===== src/sv/sc_pkg.sv =====
// Package for the step counter: payload structs, configuration struct,
// register indexes and constants. Used by sc_regs, sc_isqrt and step_counter.
package sc_pkg;

  // Default number of fraction bits of the Q format.
  localparam int FRACTION_BITS = 8;

  // Configuration port geometry.
  localparam int APB_AW = 4;
  localparam int APB_DW = 32;

  // Register indexes in the configuration map.
  localparam logic [1:0] REG_THRESHOLD_HIGH = 2'd0;
  localparam logic [1:0] REG_THRESHOLD_LOW  = 2'd1;
  localparam logic [1:0] REG_FILTER_ALPHA   = 2'd2;
  localparam logic [1:0] REG_SAVE_INTERVAL  = 2'd3;

  // Register reset values and the filter full scale, which do not depend on the Q format.
  localparam logic [8:0]  ALPHA_RESET    = 9'd77;
  localparam logic [15:0] INTERVAL_RESET = 16'd100;
  localparam logic [8:0]  ALPHA_FULL     = 9'd256;

  // Square root of a 32-bit value takes one step per result bit.
  localparam int SQRT_STEPS = 16;
  localparam int SQRT_CW    = $clog2(SQRT_STEPS);

  typedef struct packed {
    logic signed [15:0] accel_x;
    logic signed [15:0] accel_y;
    logic signed [15:0] accel_z;
    logic               motion_valid;
  } in_item_t;

  typedef struct packed {
    logic [31:0] total_steps;
    logic        step_seen;
    logic        save_request;
    logic [15:0] smoothed_magnitude;
  } out_item_t;

  typedef struct packed {
    logic [15:0] threshold_high;
    logic [15:0] threshold_low;
    logic [8:0]  filter_alpha;
    logic [15:0] save_interval;
  } cfg_t;

endpackage


===== src/sv/sc_regs.sv =====
// Configuration register file of the step counter behind an APB-style port.
// Depends on sc_pkg for the register indexes and the configuration struct.
module sc_regs #(
  parameter int FracBits = sc_pkg::FRACTION_BITS
) (
  input  logic                      clk_i,
  input  logic                      rst_ni,
  input  logic                      psel,
  input  logic                      penable,
  input  logic                      pwrite,
  input  logic [sc_pkg::APB_AW-1:0] paddr,
  input  logic [sc_pkg::APB_DW-1:0] pwdata,
  output logic [sc_pkg::APB_DW-1:0] prdata,
  output logic                      pready,
  output sc_pkg::cfg_t              cfg_o
);
  import sc_pkg::*;

  localparam logic [15:0] HighReset = 16'(32'd14 << FracBits);
  localparam logic [15:0] LowReset  = 16'(32'd8 << FracBits);

  cfg_t       cfg_q;
  logic       wr_en;
  logic [1:0] reg_idx;

  assign pready  = 1'b1;
  assign wr_en   = psel && penable && pwrite;
  assign reg_idx = paddr[3:2];

  always_ff @(posedge clk_i or negedge rst_ni) begin
    if (!rst_ni) begin
      cfg_q.threshold_high <= HighReset;
      cfg_q.threshold_low  <= LowReset;
      cfg_q.filter_alpha   <= ALPHA_RESET;
      cfg_q.save_interval  <= INTERVAL_RESET;
    end else if (wr_en) begin
      case (reg_idx)
        REG_THRESHOLD_HIGH: cfg_q.threshold_high <= pwdata[15:0];
        REG_THRESHOLD_LOW:  cfg_q.threshold_low  <= pwdata[15:0];
        REG_FILTER_ALPHA:   cfg_q.filter_alpha   <= pwdata[8:0];
        REG_SAVE_INTERVAL:  cfg_q.save_interval  <= pwdata[15:0];
        default: ;
      endcase
    end
  end

  always_comb begin
    case (reg_idx)
      REG_THRESHOLD_HIGH: prdata = {16'd0, cfg_q.threshold_high};
      REG_THRESHOLD_LOW:  prdata = {16'd0, cfg_q.threshold_low};
      REG_FILTER_ALPHA:   prdata = {23'd0, cfg_q.filter_alpha};
      REG_SAVE_INTERVAL:  prdata = {16'd0, cfg_q.save_interval};
      default:            prdata = '0;
    endcase
  end

  assign cfg_o = cfg_q;

endmodule


===== src/sv/sc_mul.sv =====
// Shared 16x16 unsigned multiplier of the step counter with a registered product.
// It serves the three squares and both filter weights in turn; no package use.
module sc_mul (
  input  logic        clk_i,
  input  logic [15:0] a_i,
  input  logic [15:0] b_i,
  output logic [31:0] p_o
);

  logic [31:0] p_q;

  always_ff @(posedge clk_i) begin
    p_q <= a_i * b_i;
  end

  assign p_o = p_q;

endmodule


===== src/sv/sc_isqrt.sv =====
// Iterative floor square root of a 32-bit value, one result bit per cycle.
// Depends on sc_pkg for the step count.
module sc_isqrt (
  input  logic        clk_i,
  input  logic        rst_ni,
  input  logic        start_i,
  input  logic [31:0] value_i,
  output logic        done_o,
  output logic [15:0] root_o
);
  import sc_pkg::*;

  logic               busy_q;
  logic               done_q;
  logic [SQRT_CW-1:0] cnt_q;
  logic [31:0]        rem_q, rem_d;
  logic [31:0]        root_q, root_d;
  logic [31:0]        bit_w;
  logic [31:0]        trial;

  assign bit_w = 32'd1 << {cnt_q, 1'b0};
  assign trial = root_q + bit_w;

  always_comb begin
    if (rem_q >= trial) begin
      rem_d  = rem_q - trial;
      root_d = (root_q >> 1) + bit_w;
    end else begin
      rem_d  = rem_q;
      root_d = root_q >> 1;
    end
  end

  always_ff @(posedge clk_i or negedge rst_ni) begin
    if (!rst_ni) begin
      busy_q <= 1'b0;
      done_q <= 1'b0;
      cnt_q  <= '0;
    end else begin
      done_q <= 1'b0;
      if (start_i) begin
        busy_q <= 1'b1;
        cnt_q  <= SQRT_CW'(SQRT_STEPS - 1);
      end else if (busy_q) begin
        cnt_q <= cnt_q - 1'b1;
        if (cnt_q == '0) begin
          busy_q <= 1'b0;
          done_q <= 1'b1;
        end
      end
    end
  end

  always_ff @(posedge clk_i) begin
    if (start_i) begin
      rem_q  <= value_i;
      root_q <= '0;
    end else if (busy_q) begin
      rem_q  <= rem_d;
      root_q <= root_d;
    end
  end

  assign done_o = done_q;
  assign root_o = root_q[15:0];

  ap_start_busy: assert property (@(posedge clk_i) disable iff (!rst_ni)
    start_i |=> busy_q && !done_q)
    else $error("square root did not start");

  ap_done_pulse: assert property (@(posedge clk_i) disable iff (!rst_ni)
    done_q |-> !busy_q)
    else $error("square root done while busy");

  ap_done_after_last: assert property (@(posedge clk_i) disable iff (!rst_ni)
    busy_q && cnt_q == '0 && !start_i |=> done_q)
    else $error("square root missed its done pulse");

endmodule


===== src/sv/step_counter.sv =====
// Top level of the step counter: sequencer, state registers and output register.
// Depends on sc_pkg, sc_regs, sc_mul and sc_isqrt.
//
// Usage. One three-axis acceleration sample enters on the input channel
// (in_valid_i, in_stall_o, in_data_i); one result leaves on the output channel
// (out_valid_o, out_stall_i, out_data_o) for every sample, in order. A
// transaction completes at a rising edge with valid high and stall low.
// Thresholds, filter weight and save interval are written over the APB-style
// port while no sample is in flight; pready is always high.
// Steps: a sample with motion_valid set passes SQX, SQY, SQZ and SQS, which
// form the three squares and their sum on the shared multiplier; it then waits
// in ROOT while the square-root unit iterates and hands over its done pulse,
// and the filter and detector take FA, FB, FC and DONE. A sample without
// motion_valid goes from IDLE straight to DONE. The next sample is
// taken in the cycle after the previous one reaches the output register.
// Reset clears the filter level, the armed flag and both step counts, and
// loads the register defaults. When the receiver stalls, a finished result is
// held in the output register while the next sample is already accepted and
// worked on; that sample waits in its last step until the register is free.
module step_counter #(
  parameter int FracBits = sc_pkg::FRACTION_BITS
) (
  input  logic                      clk_i,
  input  logic                      rst_ni,
  input  logic                      in_valid_i,
  output logic                      in_stall_o,
  input  sc_pkg::in_item_t          in_data_i,
  output logic                      out_valid_o,
  input  logic                      out_stall_i,
  output sc_pkg::out_item_t         out_data_o,
  input  logic                      psel,
  input  logic                      penable,
  input  logic                      pwrite,
  input  logic [sc_pkg::APB_AW-1:0] paddr,
  input  logic [sc_pkg::APB_DW-1:0] pwdata,
  output logic [sc_pkg::APB_DW-1:0] prdata,
  output logic                      pready
);
  import sc_pkg::*;

  // Sequencer state codes.
  localparam logic [3:0] ST_IDLE = 4'd0;
  localparam logic [3:0] ST_SQX  = 4'd1;
  localparam logic [3:0] ST_SQY  = 4'd2;
  localparam logic [3:0] ST_SQZ  = 4'd3;
  localparam logic [3:0] ST_SQS  = 4'd4;
  localparam logic [3:0] ST_ROOT = 4'd5;
  localparam logic [3:0] ST_FA   = 4'd6;
  localparam logic [3:0] ST_FB   = 4'd7;
  localparam logic [3:0] ST_FC   = 4'd8;
  localparam logic [3:0] ST_DONE = 4'd9;

  cfg_t        cfg;
  logic [3:0]  state_q, state_d;
  logic        in_acc;
  logic        out_free;

  // Magnitudes of the sample, captured when it is accepted.
  logic [15:0] ax_q, ay_q, az_q;

  // Working registers.
  logic [31:0] sum_q;
  logic [23:0] acc_q;

  // Block state.
  logic [15:0] filt_q;
  logic        armed_q;
  logic [31:0] steps_q;
  logic [31:0] saved_q;
  logic        seen_q;
  logic        save_q;

  // Output register.
  logic        out_valid_q;
  out_item_t   out_q;

  // Shared multiplier and square-root unit.
  logic [15:0] mul_a, mul_b;
  logic [31:0] mul_p;
  logic        root_start;
  logic        root_done;
  logic [15:0] root;
  logic [31:0] root_arg;

  // Filter and detector.
  logic [8:0]  alpha_sat;
  logic [8:0]  alpha_rest;
  logic [24:0] acc_sum;
  logic [15:0] filt_new;
  logic [31:0] steps_inc;
  logic [31:0] since_save;

  function automatic logic [15:0] abs16(input logic signed [15:0] v);
    abs16 = v[15] ? 16'(-v) : 16'(v);
  endfunction

  sc_regs #(
    .FracBits(FracBits)
  ) u_regs (
    .clk_i  (clk_i),
    .rst_ni (rst_ni),
    .psel   (psel),
    .penable(penable),
    .pwrite (pwrite),
    .paddr  (paddr),
    .pwdata (pwdata),
    .prdata (prdata),
    .pready (pready),
    .cfg_o  (cfg)
  );

  sc_mul u_mul (
    .clk_i(clk_i),
    .a_i  (mul_a),
    .b_i  (mul_b),
    .p_o  (mul_p)
  );

  sc_isqrt u_isqrt (
    .clk_i  (clk_i),
    .rst_ni (rst_ni),
    .start_i(root_start),
    .value_i(root_arg),
    .done_o (root_done),
    .root_o (root)
  );

  // Handshakes. A sample is taken only when the sequencer is idle; the result
  // register frees itself when the receiver takes its transaction.
  assign in_stall_o = (state_q != ST_IDLE);
  assign in_acc     = in_valid_i && !in_stall_o;
  assign out_free   = !out_valid_q || !out_stall_i;

  // Weights of the low-pass filter; a weight above full scale acts as full scale.
  assign alpha_sat  = (cfg.filter_alpha > ALPHA_FULL) ? ALPHA_FULL : cfg.filter_alpha;
  assign alpha_rest = ALPHA_FULL - alpha_sat;

  // The multiplier sees one operand pair per step; its product is registered and appears in the following cycle.
  always_comb begin
    case (state_q)
      ST_SQX: begin
        mul_a = ax_q;
        mul_b = ax_q;
      end
      ST_SQY: begin
        mul_a = ay_q;
        mul_b = ay_q;
      end
      ST_SQZ: begin
        mul_a = az_q;
        mul_b = az_q;
      end
      ST_FA: begin
        mul_a = {7'd0, alpha_sat};
        mul_b = root;
      end
      ST_FB: begin
        mul_a = {7'd0, alpha_rest};
        mul_b = filt_q;
      end
      default: begin
        mul_a = '0;
        mul_b = '0;
      end
    endcase
  end

  // The last square joins the sum on its way into the root unit. Three squares
  // of at most 2^30 each cannot overflow 32 bits.
  assign root_start = (state_q == ST_SQS);
  assign root_arg   = sum_q + mul_p;

  // In the last filter step the product holds the old-level term.
  assign acc_sum    = {1'b0, acc_q} + {1'b0, mul_p[23:0]};
  assign filt_new   = acc_sum[23:8];
  assign steps_inc  = steps_q + 32'd1;
  assign since_save = steps_inc - saved_q;

  always_comb begin
    state_d = state_q;
    case (state_q)
      ST_IDLE: begin
        if (in_acc) begin
          state_d = in_data_i.motion_valid ? ST_SQX : ST_DONE;
        end
      end
      ST_SQX:  state_d = ST_SQY;
      ST_SQY:  state_d = ST_SQZ;
      ST_SQZ:  state_d = ST_SQS;
      ST_SQS:  state_d = ST_ROOT;
      ST_ROOT: begin
        if (root_done) begin
          state_d = ST_FA;
        end
      end
      ST_FA:   state_d = ST_FB;
      ST_FB:   state_d = ST_FC;
      ST_FC:   state_d = ST_DONE;
      ST_DONE: begin
        if (out_free) begin
          state_d = ST_IDLE;
        end
      end
      default: state_d = ST_IDLE;
    endcase
  end

  always_ff @(posedge clk_i or negedge rst_ni) begin
    if (!rst_ni) begin
      state_q <= ST_IDLE;
    end else begin
      state_q <= state_d;
    end
  end

  // Datapath registers that need no reset.
  always_ff @(posedge clk_i) begin
    if (in_acc) begin
      ax_q <= abs16(in_data_i.accel_x);
      ay_q <= abs16(in_data_i.accel_y);
      az_q <= abs16(in_data_i.accel_z);
    end
    case (state_q)
      ST_SQY:  sum_q <= mul_p;
      ST_SQZ:  sum_q <= sum_q + mul_p;
      ST_FB:   acc_q <= mul_p[23:0];
      default: ;
    endcase
  end

  // Filter level, detector and step counts. Only a valid sample reaches the last
  // filter step; an invalid one only clears the step-seen and save flags on accept.
  always_ff @(posedge clk_i or negedge rst_ni) begin
    if (!rst_ni) begin
      filt_q  <= '0;
      armed_q <= 1'b0;
      steps_q <= '0;
      saved_q <= '0;
      seen_q  <= 1'b0;
      save_q  <= 1'b0;
    end else if (in_acc) begin
      seen_q <= 1'b0;
      save_q <= 1'b0;
    end else if (state_q == ST_FC) begin
      filt_q <= filt_new;
      if (!armed_q && filt_new > cfg.threshold_high) begin
        armed_q <= 1'b1;
      end else if (armed_q && filt_new < cfg.threshold_low) begin
        // Falling through the low threshold completes one step.
        armed_q <= 1'b0;
        steps_q <= steps_inc;
        seen_q  <= 1'b1;
        if (since_save >= {16'd0, cfg.save_interval}) begin
          save_q  <= 1'b1;
          saved_q <= steps_inc;
        end
      end
    end
  end

  always_ff @(posedge clk_i or negedge rst_ni) begin
    if (!rst_ni) begin
      out_valid_q <= 1'b0;
    end else if (state_q == ST_DONE && out_free) begin
      out_valid_q <= 1'b1;
    end else if (!out_stall_i) begin
      out_valid_q <= 1'b0;
    end
  end

  always_ff @(posedge clk_i) begin
    if (state_q == ST_DONE && out_free) begin
      out_q.total_steps        <= steps_q;
      out_q.step_seen          <= seen_q;
      out_q.save_request       <= save_q;
      out_q.smoothed_magnitude <= filt_q;
    end
  end

  assign out_valid_o = out_valid_q;
  assign out_data_o  = out_q;

  ap_save_needs_step: assert property (@(posedge clk_i) disable iff (!rst_ni)
    out_valid_o |-> (!out_data_o.save_request || out_data_o.step_seen))
    else $error("save request without a completed step");

  ap_step_by_one: assert property (@(posedge clk_i) disable iff (!rst_ni)
    ##1 (steps_q == $past(steps_q) || steps_q == $past(steps_q) + 32'd1))
    else $error("step count moved by more than one");

  ap_root_wait: assert property (@(posedge clk_i) disable iff (!rst_ni)
    (state_q == ST_ROOT && !root_done) |=> state_q == ST_ROOT)
    else $error("sequencer left the root step early");

  ap_count_only_last: assert property (@(posedge clk_i) disable iff (!rst_ni)
    (state_q != ST_FC) |=> (steps_q == $past(steps_q) && armed_q == $past(armed_q)))
    else $error("detector state changed outside the filter step");

endmodule

===== config.mk =====
export PLATFORM = sky130hd
export DESIGN_NAME = step_counter
export DESIGN_NICKNAME = d
export VERILOG_FILES = /design/src/sv/sc_pkg.sv /design/src/sv/sc_regs.sv /design/src/sv/sc_mul.sv /design/src/sv/sc_isqrt.sv /design/src/sv/step_counter.sv
export SDC_FILE = /design/constraint.sdc
export NUM_CORES = 2
export LEC_CHECK = 0
export BUFFER_PORTS_ARGS = -buffer_cell sky130_fd_sc_hd__buf_4
export CAP_MARGIN = 20
export CORE_ASPECT_RATIO = 1.75
export CORE_MARGIN = 2
export CORE_UTILIZATION = 31
export DETAILED_ROUTE_END_ITERATION = 7
export PLACE_DENSITY_LB_ADDON = 0.08
export REMOVE_ABC_BUFFERS = 1
export SETUP_SLACK_MARGIN = 0.05
export SLEW_MARGIN = 5
export SYNTH_ARGS = -nofsm -noshare
export SYNTH_HDL_FRONTEND = slang
export SYNTH_SLANG_ARGS = --single-unit

===== constraint.sdc =====
create_clock -name clk_i -period 16.1 [get_ports clk_i]
set_input_delay 2.415 -clock clk_i [delete_from_list [all_inputs] [get_ports clk_i]]
set_output_delay 2.415 -clock clk_i [all_outputs]
set_load 0.01 [all_outputs]

==> flow_summary.toml <==
[timing]
rsz0062_at_grt = "false"
finalSetupViolations = 0
finalHoldViolations = 0
fmax_ghz = 0.111
fin_setup_tns_ns = 0
final.setup.worst_slack_ns = 7.06
maxSlewHeadroom_pct = 14.9
timing.hold.ws_ns = 0.455
fin_skew_ns = 0.0314
fin_crit_sh_pct = 56.1
maxSlewViolCount = 0
worst_pin_slew_ns = 1.28
min_period_ns = 9.04

[routing]
dr.pass1.iters = 5
wl_per_cell_um = 20.3
ant_nets = 0
drt-initial-drc-count = 975
drc_errors = 0
vias = 25400
routed_wl_um = 105000
routed_via_density = 4.93

[global_route]
first_global_vias = 27000
antenna_found_initial = 1
grt_use_total_pct = 19.1
overflow = 0
grt_max_degree = 71
grt_first_pass_wirelength_um = 162000

[synth]
synth_most_common_cell = "nand2_1"
yosys_warnings = 0
syn_area_um2 = 33800
synth_edf_count = 186
netlist_instances = 3529
synth_top_area_share_pct = 16.5
yosysUniqueCellTypes = 85
syn_area_per_cell_um2 = 9.58
yosys-top-cells-count = "nand2_1 (376), inv_1 (368), ha_1 (311)"
ys_seq_elements = 401
async_flop_share_pct = 37.7
ys_seq_area_share_pct = 31.5
synth_largest_area_cell = "edfxtp_1"
ys_top_cells_by_area = "edfxtp_1 (17%), fa_1 (12%), ha_1 (12%), dfrtp_1 (10%), xnor2_1 (4.6%)"
ys.flop_type = "edfxtp_1"

[clock_network]
post_cts_buffers = 0
cts_resized = 0
cts.htree.levels = 2
clock_latency_ns = 0.63
hold_buffers = 0
cts-buffers-inserted = 47
ctsLongestPathBuffers = 3
path_clk_slew_ns = 0.06
cts.sink_count = 401
root_buffer = "clkbuf_16"
cts_tree = "built"

[die]
die_area_um2 = 112000
num_io_pins = 177
placementRows = 160
die_w_um = 254
start_util_pct = 31.2
dieHeight_um = 441
core_um2 = 108000

[setup_path]
worstPathMaxFanout = 49
required_ns = 16.64
path_common_cell = "fa_1"
critPathKind = "reg -> reg"
critPathArrivalTime_ns = 9.58
cp_top_family = "adder cells"
crit_path_top_delay_cell = "dfrtp_1"
crit_buf_inv = 4
endpoint_kind = "flop"
cpPeakStageDelay_ns = 0.93
cp-start-kind = "flop"

[run]
drv_cap = 0

[outcome]
status = "completed"

[power_and_ir_drop]
power_density_nw_per_um2 = 236
ir_worst_vdd_v = 0.000158
p_leak_nw = 17.2

[placed_design]
dp_slack_ns = 6.99
hpwl_um = 83300
io_buffers = 141
place_congestion = 0.838

[layout]
syn_to_final_growth_pct = 13.1
regArea_um2 = 10700
multi_input_area_um2 = 21300
drive_above_1_share_pct = 12.1
fillers = 11200
fin_nets = 4248

[worst_hold_path]
hold_path_class = "reg -> reg"
-- logic make-up after synthesis --
group | Yosys count | synth area share (%)
adders and majority gates | 508 | 23.2
DFF | 401 | 31.5
AOI/OAI and AO/OA | 718 | 13.6
muxes | 142 | 5.25
xor gates and xnor gates | 278 | 7.23
buffers and inverters | 504 | 5.91
and+or+nand+nor | 976 | 13.3
other | 2 | 0.0222
-- final cells by class --
class / instances / area share, %
Antenna cell: 1 / 0.00654
Clock buffer: 62 / 3.55
Clock inverter: 26 / 0.834
Inverter: 370 / 3.63
Multi-Input combinational cell: 2639 / 55.6
Sequential cell: 401 / 27.9
Tap cell: 1458 / 4.77
Timing Repair Buffer: 189 / 3.72
-- flip-flops by register name, summed over array words and instances (netlist names), 24 cells and up --
signal,flops
u_isqrt.root_q,32
u_isqrt.rem_q,32
sum_q,32
u_mul.p_o,32
steps_q,32
acc_q,24
saved_q,32
out_data_o,50
u_regs.cfg_o,57
-- placed cells by master, fill, tap and decap left out, types with 53 or more instances in the layout --
cell type / synthesis / final
dfrtp_1: 140 / 139
xnor2_1: 176 / 176
ha_1: 311 / 311
edfxtp_1: 186 / 186
inv_1: 368 / 367
nand3_1: 57 / 56
nor2_1: 261 / 260
o21ai_0: 175 / 174
mux2_2: 82 / 82
fa_1: 197 / 197
dfxtp_1: 64 / 64
xor2_1: 101 / 101
buf_4: 20 / 188
a21o_1: 69 / 69
nand2b_1: 53 / 53
a21oi_1: 197 / 196
nand2_1: 376 / 375
-- per-layer routing --
layer	global-route usage (%)	share of wire, %	vias to the layer above
met2	37.5	55	353
li1	-	-	12400
met3	1.46	2.1	152
met1	20.5	38	12500
met4	8.35	4.8	0
met5	0	0	-
-- worst paths after layout --
| path | end | slack [ns] | cells past startpoint | start |
|---|---|---|---|---|
| setup / recovery | u_mul.p_o[31] | 7.06 | 26 | state_q[1] |
| hold / removal | out_data_o[17] | 0.45 | 0 | seen_q |
| setup reg to reg | u_mul.p_o[31] | 7.06 | 26 | state_q[1] |
| hold reg to reg | out_data_o[17] | 0.45 | 0 | seen_q |
| max in group asynchronous | u_isqrt.busy_q | 12.45 | 3 | rst_ni |
| min in group asynchronous | out_valid_o | 1.79 | 1 | rst_ni |
-- through the flow --
stage | power (mW) | std cells | utilization [%] | instance area, µm²
finish | 9.03 | 5146 | 35.3 | 38200
global route | 9.97 | 5146 | 35.3 | 38200
CTS | 9.25 | 5145 | 35.3 | 38200
detailed placement | 7.98 | 5057 | 33.8 | 36600
global placement | 7.98 | 5057 | 33.8 | 36600
floorplan | 5.88 | 3410 | - | 33300
-- power breakdown --
group          switching [mW]  internal (mW)
registers               0.280           1.51
clock network           0.494          0.697
logic                    3.70           2.35
No activity file was read; power rests on OpenSTA's default activity.
